## src/rtl/assert_macros.svh

```systemverilog
// ----------------------------------------------------------------------------
// assert_macros
// Assertion helpers for the ray grid generator RTL.
// Checks are compiled in only when synthesis is not defined.
// ----------------------------------------------------------------------------
`ifndef ASSERT_MACROS_SVH
`define ASSERT_MACROS_SVH
`ifndef SYNTHESIS
`define CRG_ASSERT(lbl, clk, rstn, prop) \
    lbl: assert property (@(posedge clk) disable iff (!rstn) prop) \
    else $error("check failed");
`define CRG_ASSERT_ALWAYS(lbl, clk, prop) \
    lbl: assert property (@(posedge clk) prop) else $error("check failed");
`else
`define CRG_ASSERT(lbl, clk, rstn, prop)
`define CRG_ASSERT_ALWAYS(lbl, clk, prop)
`endif
`endif

```

## src/rtl/crg_pkg.sv

```systemverilog
// ----------------------------------------------------------------------------
// crg_pkg
// Shared widths, register indexes, word types and helpers for the
// camera ray grid generator.
// ----------------------------------------------------------------------------
`default_nettype none
package crg_pkg;
    localparam int PIX_BITS    = 12;
    localparam int DIR_W       = 24;
    localparam int COMP_W      = 20;
    localparam int DIM_W       = 16;
    localparam int SPS_W       = 4;
    localparam int CFG_W       = 60;
    localparam int REG_IDX_W   = 3;
    localparam int SIDX_W      = 6;
    localparam int DEF_MAX_SPS = 8;
    localparam int NUM_W       = 18;
    localparam int P1_W        = COMP_W + DIM_W + 1;
    localparam int PROD_W      = 53;
    localparam int DIV_W       = 52;
    localparam int DEN_W       = 20;
    localparam int ACC_W       = 55;

    localparam logic [REG_IDX_W-1:0] REG_CAM_POS = 3'd0;
    localparam logic [REG_IDX_W-1:0] REG_FORWARD = 3'd1;
    localparam logic [REG_IDX_W-1:0] REG_RIGHT   = 3'd2;
    localparam logic [REG_IDX_W-1:0] REG_UP      = 3'd3;
    localparam logic [REG_IDX_W-1:0] REG_VIEWPT  = 3'd4;
    localparam logic [REG_IDX_W-1:0] REG_IMAGE   = 3'd5;
    localparam logic [REG_IDX_W-1:0] REG_SPS     = 3'd6;

    typedef struct packed {
        logic [PIX_BITS-1:0] pixel_col;
        logic [PIX_BITS-1:0] pixel_row;
    } crg_in_t;

    typedef struct packed {
        logic signed [DIR_W-1:0] dir_x;
        logic signed [DIR_W-1:0] dir_y;
        logic signed [DIR_W-1:0] dir_z;
        logic [SIDX_W-1:0]       sample_index;
        logic                    last_sample;
    } crg_out_t;

    // divider handshake from the sequencer
    typedef struct packed {
        logic                start;
        logic [DIV_W-1:0]    num;
        logic [DEN_W-1:0]    den;
    } crg_div_req_t;

    function automatic logic signed [COMP_W-1:0] comp20(
        input logic [CFG_W-1:0] packed_v,
        input logic [1:0]       k
    );
        logic signed [COMP_W-1:0] r;
        case (k)
            2'd0:    r = packed_v[COMP_W-1:0];
            2'd1:    r = packed_v[2*COMP_W-1:COMP_W];
            default: r = packed_v[3*COMP_W-1:2*COMP_W];
        endcase
        return r;
    endfunction
endpackage
`default_nettype wire

```

## src/rtl/crg_div.sv

```systemverilog
// ----------------------------------------------------------------------------
// crg_div
// Unsigned restoring divider, one quotient bit per cycle.
// ----------------------------------------------------------------------------
`default_nettype none
module crg_div
    import crg_pkg::*;
(
    input  wire logic             clk,
    input  wire logic             rst_n,
    input  wire crg_div_req_t     req,
    output logic                  done,
    output logic [DIV_W-1:0]      quo
);
    localparam int CNT_W = $clog2(DIV_W + 1);

    logic [DEN_W-1:0] rem_reg, rem_next;
    logic [DIV_W-1:0] q_reg, q_next;
    logic [DEN_W-1:0] den_reg;
    logic [CNT_W-1:0] cnt_reg, cnt_next;
    logic             run_reg, run_next;
    logic             done_reg, done_next;
    logic [DEN_W:0]   trial;
    logic             qbit;

    always_comb
    begin
        trial     = {rem_reg, q_reg[DIV_W-1]};
        qbit      = (trial >= {1'b0, den_reg});
        rem_next  = rem_reg;
        q_next    = q_reg;
        cnt_next  = cnt_reg;
        run_next  = run_reg;
        done_next = 1'b0;
        if (req.start)
        begin
            rem_next = '0;
            q_next   = req.num;
            cnt_next = CNT_W'(DIV_W);
            run_next = 1'b1;
        end
        else if (run_reg)
        begin
            // shift in next dividend bit, subtract when it fits
            rem_next = qbit ? DEN_W'(trial - {1'b0, den_reg}) : trial[DEN_W-1:0];
            q_next   = {q_reg[DIV_W-2:0], qbit};
            cnt_next = cnt_reg - 1'b1;
            if (cnt_reg == CNT_W'(1))
            begin
                run_next  = 1'b0;
                done_next = 1'b1;
            end
        end
    end

    always_ff @(posedge clk or negedge rst_n)
    begin
        if (!rst_n)
        begin
            cnt_reg  <= '0;
            run_reg  <= 1'b0;
            done_reg <= 1'b0;
        end
        else
        begin
            cnt_reg  <= cnt_next;
            run_reg  <= run_next;
            done_reg <= done_next;
        end
    end

    always_ff @(posedge clk)
    begin
        rem_reg <= rem_next;
        q_reg   <= q_next;
        if (req.start)
        begin
            den_reg <= req.den;
        end
    end

    assign done = done_reg;
    assign quo  = q_reg;
endmodule
`default_nettype wire

```

## src/rtl/camera_ray_grid_generator_core.sv

```systemverilog
// ----------------------------------------------------------------------------
// camera_ray_grid_generator_core
// Pinhole primary ray generator with an L x L supersampling grid per pixel.
// ----------------------------------------------------------------------------
// Each sample takes six terms (right and up for x, y, z), each a multiply,
// a second multiply and a pass of the shared divider.
// busy rises at the accepting edge and drops in the cycle that shows the last ray.
// Rays appear on result for one cycle under strobe; the receiver cannot stall.
// Reset clears the sequencer and all configuration registers (L resets to 1).
`default_nettype none
`include "assert_macros.svh"
module camera_ray_grid_generator_core
    import crg_pkg::*;
#(
    parameter int MAX_SAMPLES_PER_SIDE = DEF_MAX_SPS
)
(
    input  wire logic                 clk,
    input  wire logic                 rst_n,
    input  wire logic                 start,
    output logic                      busy,
    input  wire crg_in_t              item,
    output logic                      strobe,
    output crg_out_t                  result,
    input  wire logic                 wr_en,
    input  wire logic [REG_IDX_W-1:0] wr_index,
    input  wire logic [CFG_W-1:0]     wr_data
);
    localparam int RC_W = (MAX_SAMPLES_PER_SIDE > 1) ? $clog2(MAX_SAMPLES_PER_SIDE) : 1;

    // sequencer states
    localparam logic [2:0] S_IDLE = 3'd0;
    localparam logic [2:0] S_MUL1 = 3'd1;
    localparam logic [2:0] S_MUL2 = 3'd2;
    localparam logic [2:0] S_DIV  = 3'd3;
    localparam logic [2:0] S_WAIT = 3'd4;
    localparam logic [2:0] S_EMIT = 3'd5;

    localparam logic signed [ACC_W-1:0] SAT_HI = ACC_W'(8388607);
    localparam logic signed [ACC_W-1:0] SAT_LO = -ACC_W'(8388608);

    // configuration words; the eye point cancels out of every direction
    logic [CFG_W-1:0]      fwd_reg, right_reg, up_reg;
    logic [2*DIM_W-1:0]    vp_reg;
    logic [2*PIX_BITS-1:0] img_reg;
    logic [SPS_W-1:0]      sps_reg;

    always_ff @(posedge clk or negedge rst_n)
    begin
        if (!rst_n)
        begin
            fwd_reg   <= '0;
            right_reg <= '0;
            up_reg    <= '0;
            vp_reg    <= '0;
            img_reg   <= '0;
            sps_reg   <= SPS_W'(1);
        end
        else if (wr_en)
        begin
            unique case (wr_index)
                REG_CAM_POS: ; // held by software only
                REG_FORWARD: fwd_reg   <= wr_data;
                REG_RIGHT:   right_reg <= wr_data;
                REG_UP:      up_reg    <= wr_data;
                REG_VIEWPT:  vp_reg    <= wr_data[2*DIM_W-1:0];
                REG_IMAGE:   img_reg   <= wr_data[2*PIX_BITS-1:0];
                REG_SPS:     sps_reg   <= wr_data[SPS_W-1:0];
                default: ;   // drop writes to unknown indexes
            endcase
        end
    end

    // per-pixel setup, evaluated at the accepting edge
    logic [PIX_BITS-1:0]      nx_eff, ny_eff;
    logic [SPS_W-1:0]         l_eff;
    logic [PIX_BITS+SPS_W-1:0] lnx, lny;
    logic signed [NUM_W-1:0]  basex_calc, basey_calc;

    always_comb
    begin
        nx_eff = (img_reg[PIX_BITS-1:0] == '0) ? PIX_BITS'(1) : img_reg[PIX_BITS-1:0];
        ny_eff = (img_reg[2*PIX_BITS-1:PIX_BITS] == '0) ? PIX_BITS'(1)
                                                        : img_reg[2*PIX_BITS-1:PIX_BITS];
        if (sps_reg == '0)
            l_eff = SPS_W'(1);
        else if (sps_reg > SPS_W'(MAX_SAMPLES_PER_SIDE))
            l_eff = SPS_W'(MAX_SAMPLES_PER_SIDE);
        else
            l_eff = sps_reg;
        lnx = (PIX_BITS+SPS_W)'(l_eff) * (PIX_BITS+SPS_W)'(nx_eff);
        lny = (PIX_BITS+SPS_W)'(l_eff) * (PIX_BITS+SPS_W)'(ny_eff);
        // numx = 2L*col + 2c + 1 - L*nX, numy = L*nY - 2L*(row+1) + 2r + 1
        basex_calc = NUM_W'({l_eff, 1'b0} * item.pixel_col) + NUM_W'(1) - NUM_W'(lnx);
        basey_calc = NUM_W'(lny) - NUM_W'({l_eff, 1'b0} * (item.pixel_row + 1'b1))
                     + NUM_W'(1);
    end

    logic [2:0]              state_reg, state_next;
    logic [SPS_W-1:0]        l_reg;
    logic [DEN_W-1:0]        denx_reg, deny_reg;
    logic signed [NUM_W-1:0] basex_reg, basey_reg;
    logic [RC_W-1:0]         r_reg, c_reg;
    logic [SIDX_W-1:0]       samp_reg;
    logic [1:0]              k_reg;
    logic                    t_reg;
    logic signed [P1_W-1:0]  p1_reg;
    logic signed [PROD_W-1:0] prod_reg;
    logic signed [ACC_W-1:0] acc_reg;
    logic signed [DIR_W-1:0] dir_reg [3];
    logic                    strobe_reg;
    crg_out_t                res_reg;

    crg_div_req_t            dreq;
    logic                    ddone;
    logic [DIV_W-1:0]        dquo;

    logic signed [COMP_W-1:0] axis_c;
    logic [DIM_W-1:0]         dim_c;
    logic signed [NUM_W-1:0]  num_c;
    logic [DIV_W-1:0]         mag_c;
    logic signed [DIV_W:0]    term_c;
    logic signed [ACC_W-1:0]  sum_c;
    logic signed [DIR_W-1:0]  sat_c;
    logic                     last_c;

    always_comb
    begin
        axis_c = t_reg ? comp20(up_reg, k_reg) : comp20(right_reg, k_reg);
        dim_c  = t_reg ? vp_reg[2*DIM_W-1:DIM_W] : vp_reg[DIM_W-1:0];
        num_c  = t_reg ? basey_reg + NUM_W'({r_reg, 1'b0})
                       : basex_reg + NUM_W'({c_reg, 1'b0});
        dreq.start = (state_reg == S_DIV);
        dreq.den   = t_reg ? deny_reg : denx_reg;
        // magnitude plus half the divisor: round half away from zero
        mag_c  = prod_reg[PROD_W-1] ? DIV_W'(-prod_reg) : DIV_W'(prod_reg);
        mag_c  = mag_c + DIV_W'(dreq.den >> 1);
        dreq.num   = mag_c;
        term_c = prod_reg[PROD_W-1] ? -$signed({1'b0, dquo}) : $signed({1'b0, dquo});
        sum_c  = acc_reg + ACC_W'(term_c);
        if (sum_c > SAT_HI)
            sat_c = DIR_W'(SAT_HI);
        else if (sum_c < SAT_LO)
            sat_c = DIR_W'(SAT_LO);
        else
            sat_c = DIR_W'(sum_c);
        last_c = (r_reg == RC_W'(l_reg - 1'b1)) && (c_reg == RC_W'(l_reg - 1'b1));

        state_next = state_reg;
        unique case (state_reg)
            S_IDLE: if (start) state_next = S_MUL1;
            S_MUL1: state_next = S_MUL2;
            S_MUL2: state_next = S_DIV;
            S_DIV:  state_next = S_WAIT;
            S_WAIT:
            begin
                if (ddone)
                    state_next = (t_reg && k_reg == 2'd2) ? S_EMIT : S_MUL1;
            end
            S_EMIT: state_next = last_c ? S_IDLE : S_MUL1;
            default: state_next = S_IDLE;
        endcase
    end

    crg_div u_div
    (
        .clk  (clk),
        .rst_n(rst_n),
        .req  (dreq),
        .done (ddone),
        .quo  (dquo)
    );

    always_ff @(posedge clk or negedge rst_n)
    begin
        if (!rst_n)
        begin
            state_reg  <= S_IDLE;
            strobe_reg <= 1'b0;
            r_reg      <= '0;
            c_reg      <= '0;
            samp_reg   <= '0;
            k_reg      <= '0;
            t_reg      <= 1'b0;
        end
        else
        begin
            state_reg  <= state_next;
            strobe_reg <= (state_reg == S_EMIT);
            if (state_reg == S_IDLE && start)
            begin
                r_reg    <= '0;
                c_reg    <= '0;
                samp_reg <= '0;
                k_reg    <= '0;
                t_reg    <= 1'b0;
            end
            else if (state_reg == S_WAIT && ddone)
            begin
                // advance term, then component
                t_reg <= ~t_reg;
                if (t_reg)
                    k_reg <= (k_reg == 2'd2) ? 2'd0 : k_reg + 1'b1;
            end
            else if (state_reg == S_EMIT)
            begin
                samp_reg <= samp_reg + 1'b1;
                if (c_reg == RC_W'(l_reg - 1'b1))
                begin
                    c_reg <= '0;
                    r_reg <= r_reg + 1'b1;
                end
                else
                begin
                    c_reg <= c_reg + 1'b1;
                end
            end
        end
    end

    // datapath registers, no reset
    always_ff @(posedge clk)
    begin
        if (state_reg == S_IDLE && start)
        begin
            l_reg     <= l_eff;
            denx_reg  <= DEN_W'({lnx, 5'b0});
            deny_reg  <= DEN_W'({lny, 5'b0});
            basex_reg <= basex_calc;
            basey_reg <= basey_calc;
        end
        if (state_reg == S_MUL1)
        begin
            p1_reg <= axis_c * $signed({1'b0, dim_c});
            if (!t_reg)
                acc_reg <= ACC_W'(comp20(fwd_reg, k_reg));
        end
        if (state_reg == S_MUL2)
            prod_reg <= PROD_W'(p1_reg * num_c);
        if (state_reg == S_WAIT && ddone)
        begin
            acc_reg <= sum_c;
            if (t_reg)
                dir_reg[k_reg] <= sat_c;
        end
        if (state_reg == S_EMIT)
        begin
            res_reg.dir_x        <= dir_reg[0];
            res_reg.dir_y        <= dir_reg[1];
            res_reg.dir_z        <= dir_reg[2];
            res_reg.sample_index <= samp_reg;
            res_reg.last_sample  <= last_c;
        end
    end

    assign busy   = (state_reg != S_IDLE);
    assign strobe = strobe_reg;
    assign result = res_reg;

    `CRG_ASSERT(a_last_frees, clk, rst_n, (strobe && result.last_sample) |-> !busy)
    `CRG_ASSERT(a_mid_busy, clk, rst_n, (strobe && !result.last_sample) |-> busy)
    `CRG_ASSERT(a_start_takes, clk, rst_n, (start && !busy) |=> busy)
    `CRG_ASSERT(a_strobe_gap, clk, rst_n, strobe |=> !strobe)
endmodule
`default_nettype wire

```

## config.mk

```make
export PLATFORM = sky130hd
export DESIGN_NAME = camera_ray_grid_generator_core
export DESIGN_NICKNAME = d
export VERILOG_FILES = /design/src/rtl/crg_pkg.sv /design/src/rtl/crg_div.sv /design/src/rtl/camera_ray_grid_generator_core.sv
export VERILOG_INCLUDE_DIRS = /design/src /design/src/rtl
export SDC_FILE = /design/constraint.sdc
export NUM_CORES = 2
export LEC_CHECK = 0
export ABC_AREA = 1
export BUFFER_PORTS_ARGS = -buffer_cell sky130_fd_sc_hd__buf_2
export CAP_MARGIN = 20
export CORE_AREA = 3 3 452 454
export DETAILED_ROUTE_END_ITERATION = 10
export DIE_AREA = 0 0 455 457
export PLACE_DENSITY = 0.62
export SYNTH_ARGS = -nofsm -noshare
export SYNTH_HDL_FRONTEND = slang
export SYNTH_SLANG_ARGS = --single-unit
```

## constraint.sdc

```tcl
create_clock -name clk -period 8.9 [get_ports clk]
set_input_delay 0.89 -clock clk [delete_from_list [all_inputs] [get_ports clk]]
set_output_delay 0.89 -clock clk [all_outputs]
set_load 0.01 [all_outputs]
```

; ---- Word level (Yosys, flattened, before mapping)
; Memories as Yosys holds them, arrays and structs flattened. A register that Yosys moved wholly into a read port is not among the register bits.
; Index checks and enable logic that the tools add are counted.
[op_classes]
magnitude_cmp = 4
n_reduce_logical = 27
n_bitwise = 1
mux = 54
multipliers = 6
n_eq_ne = 20
add_sub_neg = 18
[ops]
columns = op, count
row1 = 55-bit 2-to-1 mux, 3
row2 = 52-bit 2-to-1 mux, 3
row3 = 20-bit case mux with 2 select lines, 3
row4 = 20-bit 2-to-1 mux, 3
row5 = 55-bit by 53-bit adder with 55-bit output, 1
row6 = 55-bit by 24-bit greater-than comparator with 1-bit output (second input constant), 1
row7 = 55-bit by 24-bit less-than comparator with 1-bit output (second input constant), 1
row8 = 37-bit by 18-bit multiplier with 53-bit output, 1
row9 = 53-bit 2-to-1 mux, 1
row10 = 52-bit negation with 53-bit output, 1
row11 = 52-bit by 19-bit adder with 52-bit output, 1
row12 = 52-bit negation, 1
row13 = 4-bit by 12-bit multiplier with 16-bit output, 3
row14 = 24-bit 2-to-1 mux, 2
row15 = 20-bit by 17-bit multiplier with 37-bit output, 1
row16 = 18-bit by 4-bit adder with 18-bit output, 2
row17 = 3-bit 2-to-1 mux, 11
row18 = 6-bit 2-to-1 mux, 5
row19 = 12-bit zero test, 2
row20 = 12-bit 2-to-1 mux, 2
row21 = 21-bit by 20-bit >= comparator with 1-bit output, 1
row22 = 2-bit AND reduction, 10
row23 = 20-bit subtractor, 1
row24 = 17-bit by 1-bit adder with 18-bit output (second input constant), 1
row25 = other kinds (34), 69
[word_totals]
word_cells = 160
ramBits = 72
mem_count = 1
register_bits = 580
in_bits = 91
[mem_list]
columns = memory, words, word_bits, rd, rd_clocked_by_memory_dff, write_ports, line
row1 = dir_reg, 3, 24, 3, 3, 1, camera_ray_grid_generator_core.sv:110  ; logic signed [DIR_W-1:0] dir_reg [3];

; ---- Longest topological paths before layout
[depth]
depth_word = 6
ltp_mapped = 41

; ---- By module
; From an unflattened synthesis, not the netlist that was laid out.
[unflattened]
cells_unflattened = 10186
hier_area_um2 = 81430.6
[by_module_without_submodules]
columns = mod, seq_area_each_um2, cells_each, n_inst, area_each_um2
row1 = camera_ray_grid_generator_core, 17443.0, 9493, 1, 75907.8
row2 = crg_div, 2762.6, 693, 1, 5522.8

; ---- Worst setup path before layout
; OpenSTA, ideal clock, no wires.
[synth_path]
kind = reg-to-reg
start = register c_reg[0]
end = register prod_reg[42], data pin
t_arrival_ns = 7.336
n_path_buf = 1
slack_ns = 1.305
stages_incl_launch_ff = 39
setup_ns = 0.259
cell_sequence = dfrtp_1 ha_1 inv_1 fa_1 o21ai_1 nand2_1 nor2_1 inv_1 nor3_1 xor2_1 nand2_1 nand2_1 inv_1 clkbuf_1 nand2_1 fa_1 inv_1 fa_1 (+3 left out) fa_1 fa_1 inv_1 fa_1 inv_1 ha_1 nand2_1 nor2_1 inv_1 nor2_1 nand4_1 nand3_1 nand2_1 nand2_1 a21oi_1 o21ai_0 a21oi_1 xnor2_1
[synth_via]
elab_chain_len = 3
[synth_rtl]
columns = item, line
row1 = start: declaration, camera_ray_grid_generator_core.sv:103  ; logic [RC_W-1:0] r_reg, c_reg;
row2 = start signal: assignment, camera_ray_grid_generator_core.sv:215  ; c_reg <= c_reg + 1'b1;
row3 = 18-bit by 4-bit adder with 18-bit output, camera_ray_grid_generator_core.sv:132  ; : basex_reg + NUM_W'({c_reg, 1'b0});
row4 = 18-bit 2-to-1 mux, camera_ray_grid_generator_core.sv:131  ; num_c = t_reg ? basey_reg + NUM_W'({r_reg, 1'b0})
row5 = 37-bit by 18-bit multiplier with 53-bit output, camera_ray_grid_generator_core.sv:239  ; prod_reg <= PROD_W'(p1_reg * num_c);
row6 = end signal: assignment, camera_ray_grid_generator_core.sv:239
row7 = end: declaration, camera_ray_grid_generator_core.sv:108  ; logic signed [PROD_W-1:0] prod_reg;
; Every way passes these cells.
; A chain may end at the register's enable or synchronous reset.

; ---- Worst setup path in the final report
[layout_path]
start = register r_reg[2]
end = register prod_reg[31], data pin
[layout_via]
elab_chain_len = 3
[layout_rtl]
columns = item, line
row1 = start: declaration, camera_ray_grid_generator_core.sv:103
row2 = start signal: assignment, camera_ray_grid_generator_core.sv:211  ; r_reg <= r_reg + 1'b1;
row3 = 18-bit by 4-bit adder with 18-bit output, camera_ray_grid_generator_core.sv:131
row4 = 18-bit 2-to-1 mux, camera_ray_grid_generator_core.sv:131
row5 = 37-bit by 18-bit multiplier with 53-bit output, camera_ray_grid_generator_core.sv:239
; Every way passes these cells.

==> metrics <==
Core ar.=200100 um^2; total track usage=23.91%; most frequent cell after synthesis=nand2_1; Final Non-Filler Cells=12.80k; CTS tree=built; largest net degree at the start of global routing=129; routed len/inst=19.35 um; First-pass DRT Iterations=6; number of remaining DRC errors=0; simple-gate share of the synthesized area=20.58%; RePlAce Congestion=0.9773; part of the cycle the worst path needs=96.00%; ys flop type=edfxtp_1; Buffers & Inverters on Critical Path=6; XOR/XNOR Fraction of Synth Area=3.363%; htree depth=3; post-route ant nets=0; I/O Buffers=171; layout cell share with drive strength beyond 1=5.500%; top post-synthesis cells by area=fa_1 (26%), edfxtp_1 (16%), nand2_1 (12%); TritonCTS Buffers=79; Ports=172; Cell Area, Synth=80140 um^2; CTS max path bufs=3; Async SR Flop Fraction=37.13%; critical path startpoint category=flop; flop-to-flop setup slack=0.36 ns; Yosys top cell area share=25.70%; Compound-Gate Fraction of Synth Area=6.732%; drt total wl=247800 um; minimum clock period=8.544 ns; largest family of logic cells by synthesized area=adder cells; Initial DRC Count=5564; slowest cell delay on critical path=0.58 ns; syn nets=11.57k; GRT overflow=0; fillers=19.97k; vias in the first global route=67.51k; post-synthesis sequential area ratio=25.03%; Detailed Place HPWL=202400 um; Post-CTS Hold Buffers=0; Vias/cell=5.149; critical path arrival=8.99 ns; CP delay by family, top=adder cells; # clock sinks=719; worst skew pair latency=0.70 ns; Final Core Density=43.53%; Slew Limit Fails=0; fmax=0.1170 GHz; clock skew=0.05128 ns; Synth Area per Inst=8.020 um^2; area of the multi-input gates=51030 um^2; final setup fails=0; outcome=finished clean; Mapped Cells=9992; clk slew on worst S/H paths=0.06 ns; FF+latch area=20060 um^2; Root Buffer=clkbuf_16; Largest register FFs=79; Die Ht=457 um; Initial Util=40.06%; NumNets Final=11.66k; Post-synth top cells=nand2_1 (2586), inv_1 (2107), fa_1 (1029); Worst Setup Path Type=reg -> reg; maximum net fanout on the critical path=20; placed insts=12.64k; Worst-Margin Slew=1.125 ns; critical path's slowest cell=clkinvlp_4; Fin. Hold Viols=0; Layout area overhead=8.682%; vias post-DR=65.93k; area leader, netlist=fa_1; Ys Warns=0; max_cap viols=0; die width=455 um; Die Area=207900 um^2; first-pass GRT wire length=388400 um; antenna violations before repair=15; cell mode on critical path=nand2_1; worst hold path class=in -> async; mux share of post-synthesis cell area=0%; post-synth cell types=61; Post-synth EDFFs=432; Slew headroom=24.47%; num rows=164; worst path required time=9.35 ns; Adder-Cell Fraction of Synth Area=32.90%; Crit. End Element=flop; flops & latches, synth=719
[layer usage]
| layer | global-route usage [%] | wire length [um] | vias up |
|---|---|---|---|
| met1 | 31.10 | 103100 | 32580 |
| li1 | - | - | 30660 |
| met3 | 4.118 | 16790 | 463 |
| met2 | 39.84 | 117600 | 2221 |
| met4 | 8.756 | 10270 | 6 |
| met5 | 0 | 41 | - |
[kinds of logic (layout without fill, tap and decap cells)]
family / count (synthesis) / count (layout)
AO/OA/AOI/OAI: 971 / 971
XOR/XNOR: 306 / 306
adder cells (fa/ha/maj): 1490 / 1490
buffers and inverters: 2421 / 2574
flip-flops: 719 / 719
other: 0 / 3
AND/OR/NAND/NOR: 4085 / 4085
[layout by cell type (no fill, tap or decap), types with 13 or more instances in the layout]
master | Yosys | routed
inv_1 | 2107 | 2101
xor2_1 | 193 | 192
dfxtp_1 | 20 | 20
clkbuf_1 | 246 | 15
a21oi_1 | 285 | 285
nand2_1 | 2586 | 2584
ha_1 | 461 | 461
clkinv_2 | 0 | 14
o211ai_1 | 13 | 13
a41oi_1 | 19 | 19
dfrtp_1 | 266 | 265
nand3_1 | 272 | 270
xnor2_1 | 111 | 111
or2_2 | 16 | 16
nor2_1 | 919 | 914
buf_2 | 14 | 170
nor2_2 | 36 | 41
nand3b_1 | 25 | 25
clkinv_1 | 16 | 15
clkbuf_16 | 0 | 80
nor3_1 | 60 | 56
nor4_1 | 17 | 17
o221ai_1 | 45 | 45
fa_1 | 1029 | 1029
edfxtp_1 | 432 | 432
o21bai_1 | 18 | 18
nand2_2 | 23 | 24
nand4_1 | 83 | 83
a31oi_1 | 30 | 30
o21ai_1 | 11 | 15
o21ai_0 | 485 | 481
buf_4 | 0 | 122
[cell type report]
class | instances | share of cell area [%]
Tap cell | 2656 | 3.815
Clock buffer | 102 | 2.467
Antenna cell | 3 | 0.008619
Inverter | 2127 | 9.192
Timing Repair Buffer | 302 | 2.242
Multi-Input combinational cell | 6852 | 58.58
Sequential cell | 719 | 23.03
Clock inverter | 43 | 0.6637
[what timing repair did]
item	4_1_cts	5_1_grt
endpoints found under the setup margin	0	23
setup buffers	0	9
resized for setup	0	8
hold endpoints to repair	0	0
[stage by stage]
| step | hold WS, ns | area [um^2] | setup TNS [ns] | worst slack, ns |
|---|---|---|---|---|
| after CTS | 0.3398 | 86920 | 0 | 0.2681 |
| after global routing | 0.3785 | 87100 | -0.001529 | -0.001529 |
| after floorplan | 0.4003 | 80140 | 0 | 1.305 |
| final | 0.3212 | 87100 | 0 | 0.3562 |
| after global placement | 0.4010 | 84170 | 0 | 0.3235 |
| after detailed placement | 0.4045 | 84190 | 0 | 0.2886 |
[path summary, 6_finish.rpt]
path / start / end / cells past startpoint
setup / recovery: r_reg[2] / prod_reg[31] / 32
hold / removal: rst_n / right_reg[54] / 1
setup reg to reg: r_reg[2] / prod_reg[31] / 32
hold reg to reg: dir_reg[2][2] / result[9] / 0
max in group asynchronous: rst_n / u_div.cnt_reg[0] / 2
min in group clk: dir_reg[2][2] / result[9] / 0
[worst register-to-register path: cells and delay by family, from the launching register on]
kind | cells | cell delay, ns
compound gates | 6 | 1.60
xor+xnor | 1 | 0.33
simple gates | 11 | 1.40
buf+inv | 6 | 0.90
flops | 1 | 0.42
fa+ha+maj | 8 | 3.67
Power is left out: the tool's default activity adds up to more than one toggle a clock period on the data nets, which glitch-free logic cannot reach.
